**config.mk**
```make
export PLATFORM = sky130hd
export DESIGN_NAME = ycam_ctrl
export DESIGN_NICKNAME = d
export VERILOG_FILES = /design/src/rtl/core/ycam_pkg.sv /design/src/rtl/core/ycam_ctrl.sv
export SDC_FILE = /design/constraint.sdc
export NUM_CORES = 1
export LEC_CHECK = 0
export BUFFER_PORTS_ARGS = -buffer_cell sky130_fd_sc_hd__buf_2
export CORE_ASPECT_RATIO = 0.75
export CORE_MARGIN = 2
export CORE_UTILIZATION = 45
export CTS_CLUSTER_DIAMETER = 60
export DETAILED_ROUTE_END_ITERATION = 10
export PLACE_DENSITY_LB_ADDON = 0.15
export SYNTH_ARGS = -nofsm -noshare
export SYNTH_HDL_FRONTEND = slang
export SYNTH_SLANG_ARGS = --single-unit
```
**constraint.sdc**
```tcl
create_clock -name i_clk -period 2.4 [get_ports i_clk]
set_clock_uncertainty 0.15 [all_clocks]
set_input_delay 0.6 -clock i_clk [delete_from_list [all_inputs] [get_ports i_clk]]
set_output_delay 0.6 -clock i_clk [all_outputs]
set_load 0.02 [all_outputs]
```
**src/rtl/core/ycam_pkg.sv**
```systemverilog
`default_nettype none
// ----------------------------------------------------------------------------
// ycam_pkg
// Shared types, constants and tables for the yaw/pitch camera view block.
// ----------------------------------------------------------------------------
package ycam_pkg;

    localparam int BASIS_FRAC_BITS_DEF = 14;
    localparam int POS_WIDTH_DEF       = 32;
    localparam int CORDIC_STEPS_DEF    = 16;

    localparam int ANGLE_W = 14;  // yaw, quarter degrees
    localparam int PITCH_W = 10;  // pitch, quarter degrees

    localparam logic [15:0] SPEED_RST = 16'd2048;

    localparam int ANGLE_Q30_PER_QDEG = 4685083;
    localparam int CORDIC_GAIN_Q30    = 652032874;
    localparam int YAW_TURN           = 1440;
    localparam int HALF_TURN          = 720;
    localparam int QUARTER_TURN       = 360;
    localparam int YAW_REWRAP         = 5760;
    localparam int PITCH_LIMIT        = 356;

    localparam logic SEL_YAW   = 1'b0;
    localparam logic SEL_PITCH = 1'b1;

    localparam logic [1:0] ROW_RIGHT = 2'd0;
    localparam logic [1:0] ROW_UP    = 2'd1;
    localparam logic [1:0] ROW_DIR   = 2'd2;

    typedef enum logic [2:0] {
        REQ_LOOK  = 3'd0,
        REQ_FWD   = 3'd1,
        REQ_BACK  = 3'd2,
        REQ_LEFT  = 3'd3,
        REQ_RIGHT = 3'd4,
        REQ_UP    = 3'd5,
        REQ_DOWN  = 3'd6
    } t_req;

    typedef enum logic [3:0] {
        MOP_NONE = 4'd0,
        MOP_LIN  = 4'd1,
        MOP_SD   = 4'd2,
        MOP_CPCY = 4'd3,
        MOP_CPSY = 4'd4,
        MOP_SPCY = 4'd5,
        MOP_SPSY = 4'd6,
        MOP_MV   = 4'd7,
        MOP_HI   = 4'd8,
        MOP_LO   = 4'd9,
        MOP_FIN  = 4'd10
    } t_mop;

    typedef struct packed {
        logic [2:0]        req_type;
        logic signed [11:0] mouse_dx;
        logic signed [11:0] mouse_dy;
        logic [15:0]       time_step;
    } t_in;

    typedef struct packed {
        logic signed [15:0] right_x;
        logic signed [15:0] right_y;
        logic signed [15:0] right_z;
        logic signed [15:0] up_x;
        logic signed [15:0] up_y;
        logic signed [15:0] up_z;
        logic signed [15:0] dir_x;
        logic signed [15:0] dir_y;
        logic signed [15:0] dir_z;
        logic signed [31:0] trans_x;
        logic signed [31:0] trans_y;
        logic signed [31:0] trans_z;
    } t_out;

    typedef struct packed {
        logic       load;
        logic       clr_first;
        logic       ang_upd;
        logic       cord_start;
        logic       cord_sel;
        logic       cord_cap;
        t_mop       mop;
        logic [1:0] row;
        logic [1:0] col;
        logic       emit;
    } t_cmd;

    typedef struct packed {
        logic       first_pending;
        logic [2:0] req;
        logic       cord_done;
    } t_sts;

    // arctan(2^-i) in Q30
    function automatic logic [29:0] f_atan(input logic [4:0] i);
        logic [29:0] v;
        case (i)
            5'd0:    v = 30'd843314857;
            5'd1:    v = 30'd497837829;
            5'd2:    v = 30'd263043837;
            5'd3:    v = 30'd133525159;
            5'd4:    v = 30'd67021687;
            5'd5:    v = 30'd33543516;
            5'd6:    v = 30'd16775851;
            5'd7:    v = 30'd8388438;
            5'd8:    v = 30'd4194283;
            5'd9:    v = 30'd2097149;
            5'd10:   v = 30'd1048576;
            5'd11:   v = 30'd524288;
            5'd12:   v = 30'd262144;
            5'd13:   v = 30'd131072;
            5'd14:   v = 30'd65536;
            5'd15:   v = 30'd32768;
            5'd16:   v = 30'd16384;
            5'd17:   v = 30'd8192;
            5'd18:   v = 30'd4096;
            5'd19:   v = 30'd2048;
            5'd20:   v = 30'd1024;
            5'd21:   v = 30'd512;
            5'd22:   v = 30'd256;
            5'd23:   v = 30'd128;
            default: v = 30'd0;
        endcase
        return v;
    endfunction

endpackage
`default_nettype wire

```
**src/rtl/core/ycam_ctrl.sv**
```systemverilog
`default_nettype none
// ----------------------------------------------------------------------------
// ycam_ctrl
// Sequencer: dispatches a request, runs the angle/CORDIC steps, issues the
// multiplier program and hands the result to the output register.
// ----------------------------------------------------------------------------
module ycam_ctrl import ycam_pkg::*; (
    input  wire logic i_clk,
    input  wire logic i_rst_n,
    input  wire logic i_in_valid,
    output logic      o_in_ready,
    output logic      o_out_valid,
    input  wire logic i_out_ready,
    input  wire t_sts i_sts,
    output t_cmd      o_cmd
);

    typedef enum logic [3:0] {
        S_IDLE, S_DISP, S_ANG, S_CY_GO, S_CY_WAIT, S_CP_GO, S_CP_WAIT,
        S_PRE, S_DOT, S_DRAIN, S_EMIT
    } t_state;

    t_state     r_state;
    logic [2:0] r_cnt;
    logic [2:0] r_sub;
    logic [1:0] r_row;
    logic       r_look;
    logic       r_ovalid;

    assign o_in_ready  = (r_state == S_IDLE);
    assign o_out_valid = r_ovalid;

    always_comb begin
        o_cmd = '0;
        unique case (r_state)
            S_IDLE:    o_cmd.load = i_in_valid;
            S_DISP:    o_cmd.clr_first = (i_sts.req == REQ_LOOK) && i_sts.first_pending;
            S_ANG:     o_cmd.ang_upd = 1'b1;
            S_CY_GO:   begin o_cmd.cord_start = 1'b1; o_cmd.cord_sel = SEL_YAW; end
            S_CY_WAIT: begin o_cmd.cord_cap = i_sts.cord_done; o_cmd.cord_sel = SEL_YAW; end
            S_CP_GO:   begin o_cmd.cord_start = 1'b1; o_cmd.cord_sel = SEL_PITCH; end
            S_CP_WAIT: begin o_cmd.cord_cap = i_sts.cord_done; o_cmd.cord_sel = SEL_PITCH; end
            S_PRE: begin
                if (r_look) begin
                    case (r_cnt)
                        3'd0:    o_cmd.mop = MOP_LIN;
                        3'd1:    o_cmd.mop = MOP_CPCY;
                        3'd2:    o_cmd.mop = MOP_CPSY;
                        3'd3:    o_cmd.mop = MOP_SPCY;
                        3'd4:    o_cmd.mop = MOP_SPSY;
                        default: o_cmd.mop = MOP_NONE;
                    endcase
                end else begin
                    case (r_cnt)
                        3'd0: o_cmd.mop = MOP_SD;
                        3'd2, 3'd3, 3'd4: begin
                            o_cmd.mop = MOP_MV;
                            o_cmd.col = 2'(r_cnt - 3'd2);
                        end
                        default: o_cmd.mop = MOP_NONE;
                    endcase
                end
            end
            S_DOT: begin
                o_cmd.row = r_row;
                if (r_sub == 3'd6) begin
                    o_cmd.mop = MOP_FIN;
                end else begin
                    o_cmd.mop = r_sub[0] ? MOP_LO : MOP_HI;
                    o_cmd.col = r_sub[2:1];
                end
            end
            S_DRAIN:   ;
            S_EMIT:    o_cmd.emit = !r_ovalid || i_out_ready;
            default:   ;
        endcase
    end

    always_ff @(posedge i_clk) begin
        if (!i_rst_n) begin
            r_state  <= S_IDLE;
            r_ovalid <= 1'b0;
            r_cnt    <= '0;
            r_sub    <= '0;
            r_row    <= '0;
            r_look   <= 1'b0;
        end else begin
            if (o_cmd.emit) begin
                r_ovalid <= 1'b1;
            end else if (i_out_ready) begin
                r_ovalid <= 1'b0;
            end
            unique case (r_state)
                S_IDLE: begin
                    if (i_in_valid) begin
                        r_state <= S_DISP;
                    end
                end
                S_DISP: begin
                    r_cnt <= '0;
                    r_sub <= '0;
                    r_row <= ROW_RIGHT;
                    case (i_sts.req) inside
                        REQ_LOOK: begin
                            r_look  <= 1'b1;
                            r_state <= i_sts.first_pending ? S_DOT : S_ANG;
                        end
                        REQ_FWD, REQ_BACK, REQ_LEFT, REQ_RIGHT, REQ_UP, REQ_DOWN: begin
                            r_look  <= 1'b0;
                            r_state <= S_PRE;
                        end
                        default: r_state <= S_DOT;
                    endcase
                end
                S_ANG:   r_state <= S_CY_GO;
                S_CY_GO: r_state <= S_CY_WAIT;
                S_CY_WAIT: begin
                    if (i_sts.cord_done) begin
                        r_state <= S_CP_GO;
                    end
                end
                S_CP_GO: r_state <= S_CP_WAIT;
                S_CP_WAIT: begin
                    if (i_sts.cord_done) begin
                        r_state <= S_PRE;
                    end
                end
                S_PRE: begin
                    if (r_cnt == 3'd5) begin
                        r_state <= S_DOT;
                    end else begin
                        r_cnt <= r_cnt + 3'd1;
                    end
                end
                S_DOT: begin
                    if (r_sub == 3'd6) begin
                        r_sub <= '0;
                        if (r_row == ROW_DIR) begin
                            r_state <= S_DRAIN;
                        end else begin
                            r_row <= r_row + 2'd1;
                        end
                    end else begin
                        r_sub <= r_sub + 3'd1;
                    end
                end
                S_DRAIN: r_state <= S_EMIT;
                S_EMIT: begin
                    if (o_cmd.emit) begin
                        r_state <= S_IDLE;
                    end
                end
                default: r_state <= S_IDLE;
            endcase
        end
    end

endmodule
`default_nettype wire

```
# Word-level counts from Yosys, hierarchy flattened
# Cells that the tools add are included.
[totals]
ff_bits = 14
input_bits = 9
out_inout_bits = 17
wordCells = 101
[classes]
add_sub_neg = 4
n_eq_ne = 32
n_mux = 40
n_reduce_logical = 19
[op_table]
columns = ["operator", "n"]
rows = [
  ["$mux W4", 11],
  ["$pmux W4 S11", 1],
  ["$eq A3 B3 Y1 const B", 6],
  ["$ne A2 B2 Y1 const B", 9],
  ["$pmux W3 S2", 3],
  ["$eq A4 B3 Y1 const B", 4],
  ["$pmux W3 S5", 1],
  ["$mux W2", 7],
  ["$eq A3 B2 Y1 const B", 4],
  ["$eq A4 B4 Y1 const B", 3],
  ["$mux W1", 12],
  ["$eq A4 B2 Y1 const B", 2],
  ["$pmux W2 S2", 2],
  ["$pmux W4 S2", 1],
  ["$reduce_bool A2 Y1", 4],
  ["$reduce_and A7 Y1", 1],
  ["$add A3 B1 Y3 const B", 2],
  ["$eq A3 B1 Y1 const B", 2],
  ["$logic_not A3 Y1", 2],
  ["$mux W3", 2],
  ["$reduce_or A2 Y1", 3],
  ["$reduce_or A6 Y1", 1],
  ["$eq A4 B1 Y1 const B", 1],
  ["$logic_not A4 Y1", 1],
  ["other kinds (9)", 10],
]

# Logic depth before layout (Yosys ltp)
# Gate-level depths: netlist of the first run.
[depth]
depth_word = 5
ltp_mapped = 8
ltp_nobuf = 6

# Worst setup path after synthesis of the first run
# No wires, ideal clock.
[synth_path]
kind = "reg-to-output"
startpoint = "register r_state[2]"
endpoint = "output port o_cmd[14] in the netlist's numbering"
arrival_time_ns = 1.648
t_required_ns = 1.650
path_slack_ns = 0.002
path_stages_with_launch = 4
n_path_buf = 1
cell_sequence = "dfxtp_1 -> clkbuf_1 -> nor4_1 -> and2_1"
[synth_rtl]
columns = ["element", "line", "text"]
rows = [
  ["from (decl)", "ycam_ctrl.sv:23", "t_state r_state;"],
  ["from (signal assigned)", "ycam_ctrl.sv:106", "r_state <= i_sts.first_pending ? S_DOT : S_ANG;"],
  ["to (decl)", "ycam_ctrl.sv:15", "output t_cmd o_cmd"],
]

==> results of run 1 <==
cells in the mapped netlist:
cell type	instances	area share [%]
a2111oi_0	1	0.73
a211oi_1	2	1.2
a21bo_2	1	0.83
a21boi_0	3	1.9
a21oi_1	5	2.1
a22oi_1	2	1.2
a31oi_1	1	0.52
a32o_1	1	0.83
and2_1	5	2.6
and3_1	1	0.52
and4b_1	1	0.83
and4b_4	1	1.1
buf_2	1	0.41
buf_6	3	2.8
clkbuf_1	9	2.8
clkinv_8	1	1.3
dfxtp_1	14	23
ha_1	6	6.2
inv_1	6	1.9
mux2i_1	4	3.3
nand2_1	10	3.1
nand2_2	1	0.52
nand2b_1	5	2.6
nand3_1	5	2.1
nand3b_1	2	1.2
nand4b_1	2	1.5
nor2_1	9	2.8
nor2b_1	6	3.1
nor3_1	5	2.1
nor3b_1	4	2.5
nor4_1	1	0.52
nor4b_1	2	1.5
nor4bb_1	2	1.7
o211a_1	1	0.83
o211ai_1	3	1.9
o21a_1	4	2.5
o21ai_0	10	4.1
o22ai_1	1	0.52
o311ai_0	1	0.73
o31ai_1	2	1.2
o41ai_1	2	1.5
or2_2	1	0.52
or4b_1	2	1.7
or4b_2	1	0.83
xnor2_1	3	2.2
cell type report:
cell class                 instances  area share (%)
timing repair buffer              42            17.4
tap                               36            2.83
sequential                        14            17.9
inverter                           7            2.44
timing repair inverter             1           0.550
clock buffer                       4            2.28
multi-input combinational        119            56.6
per-stage QoR:
step	area, µm²	hold slack (ps)	setup WS [ps]
2_1_floorplan	1210	343	1.71
3_3_place_gp	1400	357	11.9
3_5_place_dp	1400	366	7.80
4_1_cts	1520	391	-67.4
5_1_grt	1590	410	-125
6_report	1590	389	-47.7
flip-flops by register name, indices dropped and copies added, names as in the netlist:
register,count
o_out_valid,1
r_state,4
r_cnt,3
r_row,2
r_look,1
r_sub,3
where the power goes:
part | switching (mW) | internal, mW | total (mW)
Clock | 0.0874 | 0.0925 | 0.180
Sequential | 0.0163 | 0.254 | 0.270
Combinational | 0.265 | 0.214 | 0.479
what timing repair did:
action,in CTS,in global routing
endpoints found under the setup margin,7,9
pin swaps,2,4
buffers inserted,2,2
hold buffers,0,0
gates resized for setup,17,15
gates cloned,1,0
metal layers:
layer	vias to the layer above	GRT usage [%]	share of wire [%]
met5	-	0	0
met3	4	6.00	6.7
li1	623	-	-
met4	0	4.35	0.80
met2	37	31.3	46
met1	587	28.7	47
cells by family after synthesis:
logic type      after synthesis  synth area share, %
buf+inv                      20                 9.23
mux                           4                 3.32
xor+xnor                      3                 2.18
simple gates                 66                 33.2
compound gates               40                 22.6
fa+ha+maj                     6                 6.22
flops                        14                 23.2
path summary, 6_finish.rpt:
path,cells after the start,end,from
worst max register to register,7,r_state[0],r_state[0]
worst min register to register,1,r_row[0],r_row[0]
worst max-delay path,6,o_cmd[5],r_state[0]
worst min-delay path,1,r_row[0],r_row[0]
==> impl_metrics.ini, run 1 <==
[outcome]
outcome = finished with violations
violations = setup timing

[pwr]
vdd.ir_drop.worst_mv = 0.259
finalPower_mw = 0.929
power.density_nw_per_um2 = 584
power.leakage_nw = 0.654

[clocking]
clock_latency_ps = 290
cts_made_buffers = 3
numClockSinks = 14
clock_path_buffers = 2
clk_pin_slew_worst_paths_ps = 90
ctsRootBufferMaster = clkbuf_4
htreeDepth = 1
tritoncts = done

[global_routing]
grt_overflow = 0
antenna_found_initial = 0
grtUsageTotal_pct = 20.5
grt_max_degree = 20
grt_pass1_wl_mm = 5.06
grt_pass1_vias = 1092

[die]
core_area_um2 = 2580
die_height_um = 48.8
dieWidth_um = 63.8
rows = 16
die_area_um2 = 3110
ios = 26
start_util_pct = 46.7

[sta]
fmax_mhz = 409
slew_violations = 0
period_needed_ps = 2450
max_slew_margin_pct = 68.6
worstMarginPinSlew_ps = 464
tns_ps = -176
rsz0062_at_grt = yes
hold_viol_final = 0
finalCritPeriodShare_pct = 102
postLayoutSetupSlackWorst_ps = -47.7
setup_viol = 4

[setup_path]
cp-end-kind = output pin
cp_max_fo = 5
path_cells = or4b_4, buf_6, clkinv_8, nand2_1, o21ai_1, buf_4
crit_buf_inv = 3
worstPathArrival_ps = 1700
worstSetupPathType = reg -> out
required_ps = 1650
cp_top_family = simple AND/OR/NAND/NOR gates
slowest_stage = or4b_4
max_stage_delay_ps = 550
reg2reg_slack_ps = 400
cp-start-kind = flip-flop

[logic_synthesis]
avgSynthCellArea_um2 = 7.88
synth_seq_area_share_pct = 23.2
syn-cell-area_um2 = 1210
syn_nets = 168
yosysUniqueCellTypes = 45
postSynthCellCount = 153
yosys_warnings = 0
ys_seq_elements = 14

[job]
cap_violations = 0

[detailed_routing]
drc = 0
viasPerCell = 5.61
wl_per_cell_um = 14.0
postRouteAntennaNets = 0
finalWirelength_mm = 3.13
first_iter_violations = 68
dr_total_vias = 1251
first_pass_iters = 5

[final_layout]
drive_gt1_share_pct = 38.5
syn_to_final_growth_pct = 32.0
instances_no_fill = 223
utilization_pct = 61.6
num_antenna_cells = 0
multiInputGateArea_um2 = 901
layout_commonest_cell = buf_2
n_fill_cell = 224
regArea_um2 = 285
final_nets = 203
layout_common_cells = buf_2 (20), buf_4 (19), dfxtp_1 (10)

[placed_design]
placed_cells = 214
port_buffers = 25
dpl.hpwl_mm = 2.15
place_congestion = 0.829

[hold_path]
hp-class = reg -> reg
Power figures use the tool's default switching activity.
==> run 2, diff against run 1 <==
--- a/config.mk
+++ b/config.mk
@@ -12,6 +12,7 @@
 export CTS_CLUSTER_DIAMETER = 60
 export DETAILED_ROUTE_END_ITERATION = 10
 export PLACE_DENSITY_LB_ADDON = 0.15
+export SETUP_SLACK_MARGIN = 0.2
 export SYNTH_ARGS = -nofsm -noshare
 export SYNTH_HDL_FRONTEND = slang
 export SYNTH_SLANG_ARGS = --single-unit
==> run 2 against run 1 <==
Compared with the run above:
- the run still ends with setup timing left
- non-clock buffer count is 8 higher
- register-to-register slack worse by 80 ps
- setup slack worse by 26 ps
- core utilization is 6.2 points higher
- clock power hardly changed
- total power is 7.0% higher
- wire length is 10% higher
- highest routed layer unchanged
==> impl_metrics.ini, run 2 (synthesis results as in run 1) <==
[outcome]
outcome = finished with violations
violations = setup timing

[sta]
finalCritPeriodShare_pct = 103
postLayoutSetupSlackWorst_ps = -74.2
rsz0062_at_grt = yes
max_slew_margin_pct = 69.6
period_needed_ps = 2470
setup_viol = 5
fmax_mhz = 404
tns_ps = -232
worstMarginPinSlew_ps = 452
hold_viol_final = 0
slew_violations = 0

[pwr]
power.leakage_nw = 0.708
power.density_nw_per_um2 = 568
vdd.ir_drop.worst_mv = 0.360

[global_routing]
met1_usage_pct = 33.7
grt_pass1_wl_mm = 5.91
grt_pass1_vias = 1285
use_met3_pct = 6.00
grt_max_degree = 20
antenna_found_initial = 0
grtUsageTotal_pct = 23.3
gr-usage-met2_pct = 34.2
gr-max-usage-layer = met2
grt_overflow = 0

[placed_design]
pre_cts_ws_ps = 106
placed_cells = 211
port_buffers = 25
place_congestion = 0.777
dpl.hpwl_mm = 2.14

[detailed_routing]
dr_total_vias = 1358
first_iter_violations = 50
wl_per_cell_um = 15.0
viasPerCell = 5.90
finalWirelength_mm = 3.45
postRouteAntennaNets = 0
drc = 0
first_pass_iters = 5

[clocking]
clock_latency_ps = 290
ctsHoldBuffers = 0
clk_pin_slew_worst_paths_ps = 90
clock_path_buffers = 2
numClockSinks = 14
ctsRootBufferMaster = clkbuf_4
cts_made_buffers = 3
tritoncts = done
htreeDepth = 1

[setup_path]
cp-end-kind = output pin
path_cells = or4b_4, buf_8, clkinv_8, nand3_2, o41ai_2, buf_4
worstPathArrival_ps = 1720
cp-start-kind = flip-flop
worstSetupPathType = reg -> out
reg2reg_from = r_state[2]
cp_top_family = simple AND/OR/NAND/NOR gates
cp_max_fo = 7
crit_buf_inv = 3
required_ps = 1650
setup.worst_path.start = r_state[0]
slowest_stage = or4b_4
max_stage_delay_ps = 560

[final_layout]
layout_common_cells = buf_4 (25), buf_2 (15), dfxtp_1 (10)
n_fill_cell = 200
syn_to_final_growth_pct = 45.2
drive_gt1_share_pct = 44.8
top_regs = r_state: 4 flops, r_cnt: 3 flops, r_sub: 3 flops
layout_commonest_cell = buf_4
num_antenna_cells = 0
final_nets = 210
largest_reg_flops = 4
instances_no_fill = 230
regMostFlops = r_state

[job]
cap_violations = 0

[die]
die_area_um2 = 3110
ios = 26
start_util_pct = 46.7
core_area_um2 = 2580
rows = 16
dieWidth_um = 63.8
die_height_um = 48.8

[hold_path]
hp-class = reg -> reg
hold_start = r_row[1]
run 2: cell types whose count changed in the layout (fill, tap and decap cells not counted), sizes merged:
| cell | before | now |
|---|---|---|
| clkinv | 2 | 1 |
| buf | 42 | 50 |
run 2: cell type report:
cell class                 count  area, µm²  area share [%]
timing repair buffer          50        379            21.6
inverter                       7       38.8            2.21
multi-input combinational    119        967            55.2
tap                           36       45.0            2.57
clock buffer                   4       36.3            2.07
sequential                    14        285            16.3
run 2: worst paths after layout:
path,end,slack (ps),depth (start not counted)
min reg2reg,r_row[1],390,2
max reg2reg,r_state[0],320,6
min,r_row[1],390,2
max,o_cmd[2],-70,6
run 2: repair_timing:
action                     CTS  global route
hold endpoints to repair     0             0
setup endpoints to repair   11            14
pin swaps                    8             2
gates resized for setup     41            10
buffers inserted            13             2
run 2: power breakdown:
part | internal (mW) | switching [mW] | total (mW) | leakage [nW]
Sequential | 0.254 | 0.0176 | 0.271 | 0.115
Combinational | 0.251 | 0.294 | 0.545 | 0.572
Clock | 0.0925 | 0.0858 | 0.178 | 0.0210
Total | 0.597 | 0.397 | 0.994 | 0.708
run 2: metrics by stage:
step | cell area, µm² | power [mW] | hold WS (ps) | utilization, %
finish | 1750 | 0.994 | 390 | 67.8
global route | 1750 | 1.05 | 418 | 67.8
CTS | 1700 | 0.969 | 391 | 65.8
detailed placement | 1410 | 0.717 | 367 | 54.7
global placement | 1410 | 0.712 | 353 | 54.7
floorplan | 1240 | 0.618 | 343 | -
run 2: layer usage:
metal / routed length (µm) / share of wire (%)
met5: 0 / 0
met4: 32 / 0.93
met3: 301 / 8.7
met2: 1580 / 46
met1: 1540 / 45
run 2: worst min-delay path, delay by kind of cell (launching register included):
family         cells  cell delay [ps]
AO/OA/AOI/OAI      2              160
flip-flops         1              340
